==> src/design/fwra_pkg.sv <==
// Package for the FP8 weight relayout address generator.
// Holds widths, register codes, pipeline stage types, the division step and the small index functions.
// No dependencies.
package fwra_pkg;

    // Supported matrix size
    localparam int unsigned MAX_ROWS = 4096;
    localparam int unsigned MAX_COLS = 4096;

    // Index and count widths
    localparam int unsigned ROW_W     = $clog2(MAX_ROWS);
    localparam int unsigned COL_W     = $clog2(MAX_COLS);
    localparam int unsigned ROW_CNT_W = ROW_W + 1;
    localparam int unsigned COL_CNT_W = COL_W + 1;

    // Result widths
    localparam int unsigned SRC_W = 33;
    localparam int unsigned DST_W = 24;
    localparam int unsigned OFS_W = 32;

    // APB port
    localparam int unsigned APB_AW = 5;
    localparam int unsigned APB_DW = 32;

    // Tiling geometry: 32-row groups
    localparam int unsigned TILE_LOG  = 5;
    localparam int unsigned TILE_ROWS = 32;
    localparam int unsigned KT_W      = ROW_W - TILE_LOG;
    localparam int unsigned LOW_W     = COL_W + 5;

    // Divider: one step per quotient bit, a few steps per stage
    localparam int unsigned DIV_W       = ROW_CNT_W;
    localparam int unsigned DIV_PER_STG = 4;
    localparam int unsigned DIV_STG     = (DIV_W + DIV_PER_STG - 1) / DIV_PER_STG;

    // Input register, divider stages, two multiply stages, output register
    localparam int unsigned LAT = DIV_STG + 4;

    typedef enum logic [2:0] {
        REG_ROW_COUNT     = 3'd0,
        REG_COLUMN_COUNT  = 3'd1,
        REG_BATCH_ROWS    = 3'd2,
        REG_SWIZZLE_ROWS  = 3'd3,
        REG_TILE_MAJOR    = 3'd4,
        REG_BASE_OFFSET   = 3'd5,
        REG_TENSOR_LENGTH = 3'd6
    } t_reg_idx;

    // One restoring-divider lane: partial remainder and dividend/quotient shifter
    typedef struct packed {
        logic [DIV_W-1:0] rem;
        logic [DIV_W-1:0] dvd;
    } t_div_lane;

    // Payload through the divider stages
    typedef struct packed {
        logic [COL_W-1:0]               n;
        t_div_lane                      jl;
        t_div_lane                      kl;
        logic [SRC_W-1:0]               src;
        logic [LOW_W-1:0]               low;
        logic [ROW_CNT_W+COL_CNT_W-1:0] kn;
        logic                           big;
    } t_dv;

    // Payload after the tile/row index stage
    typedef struct packed {
        logic [DST_W-1:0] a;
        logic [COL_W-1:0] n;
        logic [DIV_W-1:0] rr;
        logic [SRC_W-1:0] src;
        logic             big;
        logic             shape;
        logic             bz;
    } t_e1;

    // Payload after the column multiply stage
    typedef struct packed {
        logic [DST_W-1:0] t;
        logic [DIV_W-1:0] rr;
        logic [SRC_W-1:0] src;
        logic             big;
        logic             shape;
        logic             bz;
    } t_e2;

    // One restoring division step: shift in a dividend bit, subtract when it fits
    function automatic t_div_lane div_step(t_div_lane x, logic [DIV_W-1:0] b);
        logic [DIV_W:0] r;
        r = {x.rem, x.dvd[DIV_W-1]};
        x.dvd = {x.dvd[DIV_W-2:0], 1'b0};
        if (r >= {1'b0, b}) begin
            r = r - {1'b0, b};
            x.dvd[0] = 1'b1;
        end
        x.rem = r[DIV_W-1:0];
        return x;
    endfunction

    // Inverse in-group row permutation: a pure bit shuffle of the low five bits
    function automatic logic [ROW_W-1:0] unswizzle(logic [ROW_W-1:0] j);
        return {j[ROW_W-1:TILE_LOG], j[4], j[2], j[1], j[3], j[0]};
    endfunction

    // Column tile, half, group, lane and byte fields of the packed offset
    function automatic logic [LOW_W-1:0] packed_low(logic [ROW_W-1:0] k,
                                                    logic [COL_W-1:0] c);
        return {c[COL_W-1:7], c[6], c[5:4], c[2:0], k[3:2], c[3], k[4], k[1:0]};
    endfunction

endpackage

==> src/design/fp8_weight_relayout_address.sv <==
// Top level of the FP8 weight relayout address generator: APB registers and pipeline.
// Depends on fwra_pkg.
//
// One item per cycle: each accepted start yields one o_done strobe.
// The depth is the input register, the 13-step row divider (four steps per stage, four
// stages) and three address multiply stages, the last of which drives the outputs.
// busy stays low; the receiver cannot stall.
// Synchronous reset returns the configuration registers to their defaults and clears the valid bits.
module fp8_weight_relayout_address (
    input  logic                             i_clk,
    input  logic                             i_rst_n,
    input  logic                             start,
    output logic                             busy,
    input  logic [fwra_pkg::ROW_W-1:0]       i_dest_row,
    input  logic [fwra_pkg::COL_W-1:0]       i_dest_col,
    input  logic [fwra_pkg::COL_W-1:0]       i_src_col,
    output logic                             o_done,
    output logic [fwra_pkg::SRC_W-1:0]       o_src_addr,
    output logic [fwra_pkg::DST_W-1:0]       o_dst_addr,
    output logic                             o_shape_error,
    output logic                             o_too_large,
    input  logic                             psel,
    input  logic                             penable,
    input  logic                             pwrite,
    input  logic [fwra_pkg::APB_AW-1:0]      paddr,
    input  logic [fwra_pkg::APB_DW-1:0]      pwdata,
    output logic [fwra_pkg::APB_DW-1:0]      prdata,
    output logic                             pready
);
    import fwra_pkg::*;

    // Configuration registers
    logic [ROW_CNT_W-1:0] r_row_count;
    logic [COL_CNT_W-1:0] r_column_count;
    logic [ROW_CNT_W-1:0] r_batch_rows;
    logic                 r_swizzle_rows;
    logic                 r_tile_major;
    logic [OFS_W-1:0]     r_base_offset;
    logic [OFS_W-1:0]     r_tensor_length;

    t_reg_idx             reg_idx;
    logic                 cfg_wr;
    logic [ROW_CNT_W-1:0] w_batch;

    // Pipeline
    logic [LAT-1:0]       r_vld;
    logic [ROW_W-1:0]     r_s0_j;
    logic [ROW_W-1:0]     r_s0_k;
    logic [COL_W-1:0]     r_s0_n;
    logic [COL_W-1:0]     r_s0_c;

    t_dv                  seed;
    t_dv                  dv_in [DIV_STG];
    t_dv                  n_dv  [DIV_STG];
    t_dv                  r_dv  [DIV_STG];
    t_dv                  dv_cur;
    t_dv                  dv_last;

    t_e1                  n_e1;
    t_e1                  r_e1;
    t_e2                  n_e2;
    t_e2                  r_e2;

    logic [SRC_W-1:0]     n_src_addr;
    logic [SRC_W-1:0]     r_src_addr;
    logic [DST_W-1:0]     n_dst_addr;
    logic [DST_W-1:0]     r_dst_addr;
    logic                 n_shape_error;
    logic                 r_shape_error;
    logic                 n_too_large;
    logic                 r_too_large;

    // Products, each at its full width
    logic [KT_W+COL_CNT_W-1:0]              p_ktn;
    logic [ROW_CNT_W+COL_CNT_W-1:0]         p_kn;
    logic [DIV_W+ROW_CNT_W-TILE_LOG-1:0]    p_qb;
    logic [DST_W+COL_CNT_W-1:0]             p_an;
    logic [DST_W+ROW_CNT_W-1:0]             p_tm;
    logic [ROW_CNT_W-1:0]                   e3_mul;
    logic [DIV_W-1:0]                       e3_add;

    // ---------------------------------------------------------------- APB
    assign pready  = 1'b1;
    assign busy    = 1'b0;
    assign reg_idx = t_reg_idx'(paddr[APB_AW-1:2]);
    assign cfg_wr  = psel & penable & pwrite & pready;

    // Write a register on the access beat
    always_ff @(posedge i_clk) begin
        if (!i_rst_n) begin
            r_row_count     <= ROW_CNT_W'(TILE_ROWS);
            r_column_count  <= COL_CNT_W'(16);
            r_batch_rows    <= '0;
            r_swizzle_rows  <= 1'b0;
            r_tile_major    <= 1'b0;
            r_base_offset   <= '0;
            r_tensor_length <= '0;
        end else if (cfg_wr) begin
            case (reg_idx)
                REG_ROW_COUNT:     r_row_count     <= pwdata[ROW_CNT_W-1:0];
                REG_COLUMN_COUNT:  r_column_count  <= pwdata[COL_CNT_W-1:0];
                REG_BATCH_ROWS:    r_batch_rows    <= pwdata[ROW_CNT_W-1:0];
                REG_SWIZZLE_ROWS:  r_swizzle_rows  <= pwdata[0];
                REG_TILE_MAJOR:    r_tile_major    <= pwdata[0];
                REG_BASE_OFFSET:   r_base_offset   <= pwdata[OFS_W-1:0];
                REG_TENSOR_LENGTH: r_tensor_length <= pwdata[OFS_W-1:0];
                default: ;
            endcase
        end
    end

    // Read back
    always_comb begin
        case (reg_idx)
            REG_ROW_COUNT:     prdata = APB_DW'(r_row_count);
            REG_COLUMN_COUNT:  prdata = APB_DW'(r_column_count);
            REG_BATCH_ROWS:    prdata = APB_DW'(r_batch_rows);
            REG_SWIZZLE_ROWS:  prdata = APB_DW'(r_swizzle_rows);
            REG_TILE_MAJOR:    prdata = APB_DW'(r_tile_major);
            REG_BASE_OFFSET:   prdata = APB_DW'(r_base_offset);
            REG_TENSOR_LENGTH: prdata = APB_DW'(r_tensor_length);
            default:           prdata = '0;
        endcase
    end

    // Zero batch means the whole row count
    assign w_batch = (r_batch_rows != '0) ? r_batch_rows : r_row_count;

    // ---------------------------------------------------------------- valid chain
    always_ff @(posedge i_clk) begin
        if (!i_rst_n) begin
            r_vld <= '0;
        end else begin
            r_vld <= {r_vld[LAT-2:0], start & ~busy};
        end
    end

    assign o_done = r_vld[LAT-1];

    // ---------------------------------------------------------------- input stage
    // Capture the beat and, when row swizzling is on, un-swizzle the source row
    always_ff @(posedge i_clk) begin
        r_s0_j <= i_dest_row;
        r_s0_k <= r_swizzle_rows ? unswizzle(i_dest_row) : i_dest_row;
        r_s0_n <= i_dest_col;
        r_s0_c <= i_src_col;
    end

    // ---------------------------------------------------------------- divider stages
    assign p_ktn = r_s0_k[ROW_W-1:TILE_LOG] * r_column_count;
    assign p_kn  = r_row_count * r_column_count;

    // Seed both divider lanes and the source-address products
    always_comb begin
        seed.n      = r_s0_n;
        seed.jl.rem = '0;
        seed.jl.dvd = DIV_W'(r_s0_j);
        seed.kl.rem = '0;
        seed.kl.dvd = r_row_count;
        seed.src    = SRC_W'(p_ktn);
        seed.low    = packed_low(r_s0_k, r_s0_c);
        seed.kn     = p_kn;
        seed.big    = 1'b0;
    end

    always_comb begin
        dv_in[0] = seed;
        for (int d = 1; d < DIV_STG; d++) begin
            dv_in[d] = r_dv[d-1];
        end
    end

    // Run a few division steps per stage; finish the source address and the too-large check alongside
    always_comb begin
        dv_cur = seed;
        for (int d = 0; d < DIV_STG; d++) begin
            dv_cur = dv_in[d];
            for (int s = 0; s < DIV_PER_STG; s++) begin
                if (d * DIV_PER_STG + s < DIV_W) begin
                    dv_cur.jl = div_step(dv_cur.jl, w_batch);
                    dv_cur.kl = div_step(dv_cur.kl, w_batch);
                end
            end
            case (d)
                1: begin
                    dv_cur.src = (dv_cur.src << TILE_LOG) + SRC_W'(dv_cur.low);
                    dv_cur.big = (SRC_W'(r_base_offset) + SRC_W'(dv_cur.kn))
                               > SRC_W'(r_tensor_length);
                end
                2: begin
                    dv_cur.src = dv_cur.src + SRC_W'(r_base_offset);
                end
                default: ;
            endcase
            n_dv[d] = dv_cur;
        end
    end

    always_ff @(posedge i_clk) begin
        for (int d = 0; d < DIV_STG; d++) begin
            r_dv[d] <= n_dv[d];
        end
    end

    assign dv_last = r_dv[DIV_STG-1];

    // ---------------------------------------------------------------- tile index stage
    assign p_qb = dv_last.jl.dvd * w_batch[ROW_CNT_W-1:TILE_LOG];

    always_comb begin
        n_e1.a = r_tile_major
               ? DST_W'(p_qb) + DST_W'(dv_last.jl.rem[DIV_W-1:TILE_LOG])
               : DST_W'(dv_last.jl.dvd);
        n_e1.n     = dv_last.n;
        n_e1.rr    = dv_last.jl.rem;
        n_e1.src   = dv_last.src;
        n_e1.big   = dv_last.big;
        n_e1.bz    = (w_batch == '0);
        n_e1.shape = (r_row_count[TILE_LOG-1:0] != '0) || (r_column_count[3:0] != '0)
                  || (w_batch[TILE_LOG-1:0] != '0) || (dv_last.kl.rem != '0)
                  || (w_batch == '0);
    end

    always_ff @(posedge i_clk) begin
        r_e1 <= n_e1;
    end

    // ---------------------------------------------------------------- column stage
    assign p_an = r_e1.a * r_column_count;

    always_comb begin
        n_e2.t     = DST_W'(p_an) + DST_W'(r_e1.n);
        n_e2.rr    = r_e1.rr;
        n_e2.src   = r_e1.src;
        n_e2.big   = r_e1.big;
        n_e2.shape = r_e1.shape;
        n_e2.bz    = r_e1.bz;
    end

    always_ff @(posedge i_clk) begin
        r_e2 <= n_e2;
    end

    // ---------------------------------------------------------------- output stage
    // Scale by 32 and add the in-tile row, or scale by the batch and add the batch row
    assign e3_mul = r_tile_major ? ROW_CNT_W'(TILE_ROWS) : w_batch;
    assign e3_add = r_tile_major ? DIV_W'(r_e2.rr[TILE_LOG-1:0]) : r_e2.rr;
    assign p_tm   = r_e2.t * e3_mul;

    always_comb begin
        n_dst_addr    = r_e2.bz ? '0 : DST_W'(p_tm) + DST_W'(e3_add);
        n_src_addr    = r_e2.src;
        n_shape_error = r_e2.shape;
        n_too_large   = r_e2.big;
    end

    always_ff @(posedge i_clk) begin
        r_src_addr    <= n_src_addr;
        r_dst_addr    <= n_dst_addr;
        r_shape_error <= n_shape_error;
        r_too_large   <= n_too_large;
    end

    assign o_src_addr    = r_src_addr;
    assign o_dst_addr    = r_dst_addr;
    assign o_shape_error = r_shape_error;
    assign o_too_large   = r_too_large;

    // ---------------------------------------------------------------- assertions
    // Every strobe traces back to a start exactly one latency earlier
    a_done_latency: assert property (@(posedge i_clk) disable iff (!i_rst_n)
        o_done |-> $past(start, LAT))
        else $error("result strobe without a matching start");

    // With a steady nonzero batch, both divider remainders end below the batch
    a_div_rem: assert property (@(posedge i_clk) disable iff (!i_rst_n)
        (r_vld[DIV_STG] && (w_batch != '0)
            && (w_batch == $past(w_batch, 1)) && (w_batch == $past(w_batch, 2))
            && (w_batch == $past(w_batch, 3)) && (w_batch == $past(w_batch, 4))
            && (w_batch == $past(w_batch, 5)))
        |-> ((dv_last.jl.rem < w_batch) && (dv_last.kl.rem < w_batch)))
        else $error("divider remainder not below batch");

endmodule
==> config.mk <==
export PLATFORM = sky130hd
export DESIGN_NAME = fp8_weight_relayout_address
export DESIGN_NICKNAME = d
export VERILOG_FILES = /design/src/design/fwra_pkg.sv /design/src/design/fp8_weight_relayout_address.sv
export SDC_FILE = /design/constraint.sdc
export NUM_CORES = 2
export LEC_CHECK = 0
export BUFFER_PORTS_ARGS = -buffer_cell sky130_fd_sc_hd__buf_2
export CAP_MARGIN = 20
export CELL_PAD_IN_SITES_DETAIL_PLACEMENT = 1
export CELL_PAD_IN_SITES_GLOBAL_PLACEMENT = 1
export CORE_UTILIZATION = 40
export DETAILED_ROUTE_END_ITERATION = 10
export GPL_TIMING_DRIVEN = 0
export PLACE_DENSITY_LB_ADDON = 0.1
export SKIP_LAST_GASP = 1
export SYNTH_ARGS = -nofsm -noshare
export SYNTH_HDL_FRONTEND = slang
export SYNTH_SLANG_ARGS = --single-unit
export TNS_END_PERCENT = 1
==> constraint.sdc <==
create_clock -name i_clk -period 19.6 [get_ports i_clk]
set_clock_uncertainty 0.1 [all_clocks]
set_input_delay 4.9 -clock i_clk [delete_from_list [all_inputs] [get_ports i_clk]]
set_output_delay 4.9 -clock i_clk [all_outputs]
set_load 0.1 [all_outputs]
==> impl_metrics.tcl <==
set metrics [dict create \
    ys_seq_area_share_pct 22.9 \
    layout_commonest_cell "nand2_1" \
    drv_cap 0 \
    post_cts_resized 0 \
    reg2reg_to "r_dv[1][120]" \
    drv_slew 0 \
    setup_slack_ps 2620 \
    period_needed_ps 16980 \
    final_cells 9861 \
    dieArea_um2 163000 \
    dp_hpwl_um 200000 \
    synth_adder_area_share_pct 32.1 \
    max_stage_delay_ps 720 \
    reg2reg_slack_ps 2620 \
    synth_edf_count 0 \
    fillers 18800 \
    synth_seq_cells 740 \
    syn_area_um2 64700 \
    wire_per_inst_um 24.8 \
    hold_end "r_dv[2][140]" \
    initial_core_util_pct 40.3 \
    grt_pass1_wl_um 362000 \
    place_ws_ps 3260 \
    antenna_found_initial 27 \
    synth_top_family_by_area "adder cells" \
    portBuffers 165 \
    min_from "r_dv[1][140]" \
    grt_max_degree 26 \
    die_x_um 404 \
    synthSimpleGateAreaFrac_pct 15.6 \
    outcome "finished clean" \
    cts_buffers 86 \
    firstDrtPassIters 5 \
    worst_slew_pin_slew_ps 1250 \
    drtIter0Drc 3683 \
    hold_buffers 0 \
    reg2reg_from "r_row_count[1]" \
    ant_nets 0 \
    ys_warn_count 0 \
    final_cell_mix "nand2_1 (938), inv_1 (913), dfxtp_1 (740)" \
    crit_required_ps 20120 \
    htree_num_levels 3 \
    holdCritPathClass "reg2reg" \
    cp_data_arrival_time_ps 17500 \
    dr_total_vias 53600 \
    fmax_mhz 58.9 \
    grt_overflow_total 0 \
    synthCells 7334 \
    fin_util_pct 44.7 \
    synthMuxAreaShare_pct 1.94 \
    rr_worst_depth 63 \
    cts_sinks 740 \
    synth_area_per_cell_um2 8.83 \
    syn_to_final_growth_pct 10.9 \
    core-area_um2 161000 \
    timing_hold_violations_final 0 \
    start_kind "flop" \
    via_per_inst 5.43 \
    ys_dominant_reg_cell "dfxtp_1" \
    finalSetupViolCount 0 \
    postCtsSetupBuffers 0 \
    cpMostUsedCell "o21ai_0" \
    clk_pin_slew_ps 60 \
    fin_tns_setup_ps 0 \
    track_usage_pct 30.0 \
    worstSetupPathType "reg2reg" \
    rsz0062_at_grt "false" \
    cp_max_fo 10 \
    drive_above_1_share_pct 6.99 \
    fin_crit_sh_pct 86.6 \
    async_flop_share_pct 0 \
    die_h_um 404 \
    synth-xor-area-share_pct 7.00 \
    slew_headroom_pct 16.2 \
    wirelength_um 245000 \
    worstHoldPathCells 0 \
    cts_buffer_depth 3 \
    drc 0 \
    grt_pass1_vias 55300 \
    rows 147 \
    cts_root_buf "clkbuf_16" \
    cp-end-kind "flop" \
    synth_cell_type_count 112 \
    cpMaxStageDelayCell "clkbuf_1" \
    insertion_delay_ps 750 \
    ios 173 \
    cts_tree "yes" \
    dp.cells 9691 \
    synth_compound_area_share_pct 13.1 \
    globalplace.congestion 0.926 \
    nNetsFinal 8962 \
]
## cell usage after synthesis (46+ instances only)
cell type / n / area (um2)
nand2b_1: 46 / 288
a21boi_0: 120 / 901
xnor2_1: 402 / 3520
nand3_1: 64 / 320
dfxtp_1: 740 / 14800
nand2_1: 938 / 3520
o21ai_0: 203 / 1020
ha_1: 645 / 8070
o21bai_1: 83 / 623
xor2_1: 109 / 955
nor3_1: 71 / 355
fa_1: 617 / 12400
nand4_1: 49 / 307
mux2_2: 75 / 845
and3_1: 93 / 582
nor2_1: 376 / 1410
a21o_1: 151 / 1130
a21oi_1: 373 / 1870
and2_1: 307 / 1920
inv_1: 920 / 3450
nor2b_1: 81 / 507
clkbuf_1: 243 / 912
## metrics by stage
stage	area, um2	hold WS, ps
2_1_floorplan	64800	210
3_3_place_gp	68300	210
3_5_place_dp	68700	213
4_1_cts	71700	217
5_1_grt	71800	217
6_report	71800	217
## cell type report
type	count	area, um2	area share [%]
multi-input cells	5361	45200	63.0
well taps	2160	2700	3.76
plain buffers	313	1270	1.77
flip-flops and latches	740	14800	20.6
clock buffers	106	2340	3.26
diodes	8	20.0	0.0279
repair buffers	190	1280	1.79
inverters	929	3490	4.86
clock inverters	54	673	0.938
## flip-flops by register name, indices dropped and copies added (netlist names), 32 cells and up
register,count
n_e2,49
r_dv,373
n_src_addr,33
r_base_offset,32
o_src_addr,33
r_e1,34
r_e2,38
r_tensor_length,32
## cell families (layout without fill, tap and decap cells)
logic type      Yosys count  after routing
compound gates         1279           1279
xor+xnor                514            514
fa+ha+maj              1298           1298
buf+inv                1242           1592
flops                   740            740
mux                     113            113
other cells               2             19
simple gates           2146           2146
## how the worst max path moves through the flow
stage | from | endpoint | slack, ps
3_5_place_dp | r_row_count[1] | r_dv[1][120] | 3260
5_1_grt | r_row_count[1] | r_dv[1][120] | 1820
4_1_cts | r_row_count[1] | r_dv[1][120] | 3190
6_report | r_row_count[1] | r_dv[1][120] | 2620
2_1_floorplan | paddr[2] | prdata[10] | 7060
3_3_place_gp | r_batch_rows[8] | r_dv[1][120] | 2400
## layer usage
layer  wire length (um)  share of wire [%]  vias to the layer above  track usage [%]
li1                   -                  -                    24500                -
met4               8750                3.6                       10             10.0
met2             105000                 43                     1553             45.9
met5                 63              0.026                        -                0
met1             116000                 47                    27200             43.4
met3              14600                6.0                      332             3.70
## critical path, delay by kind of cell (launching register included)
| kind | cells | cell delay (ps) |
|---|---|---|
| AOI/OAI and AO/OA | 30 | 6590 |
| buffers and inverters | 13 | 4220 |
| xor gates and xnor gates | 2 | 890 |
| and+or+nand+nor | 13 | 2990 |
| adders and majority gates | 5 | 1710 |
| DFF | 1 | 320 |
Power is left out: the tool's default activity adds up to more than one toggle a clock period on the data nets, which glitch-free logic cannot reach.
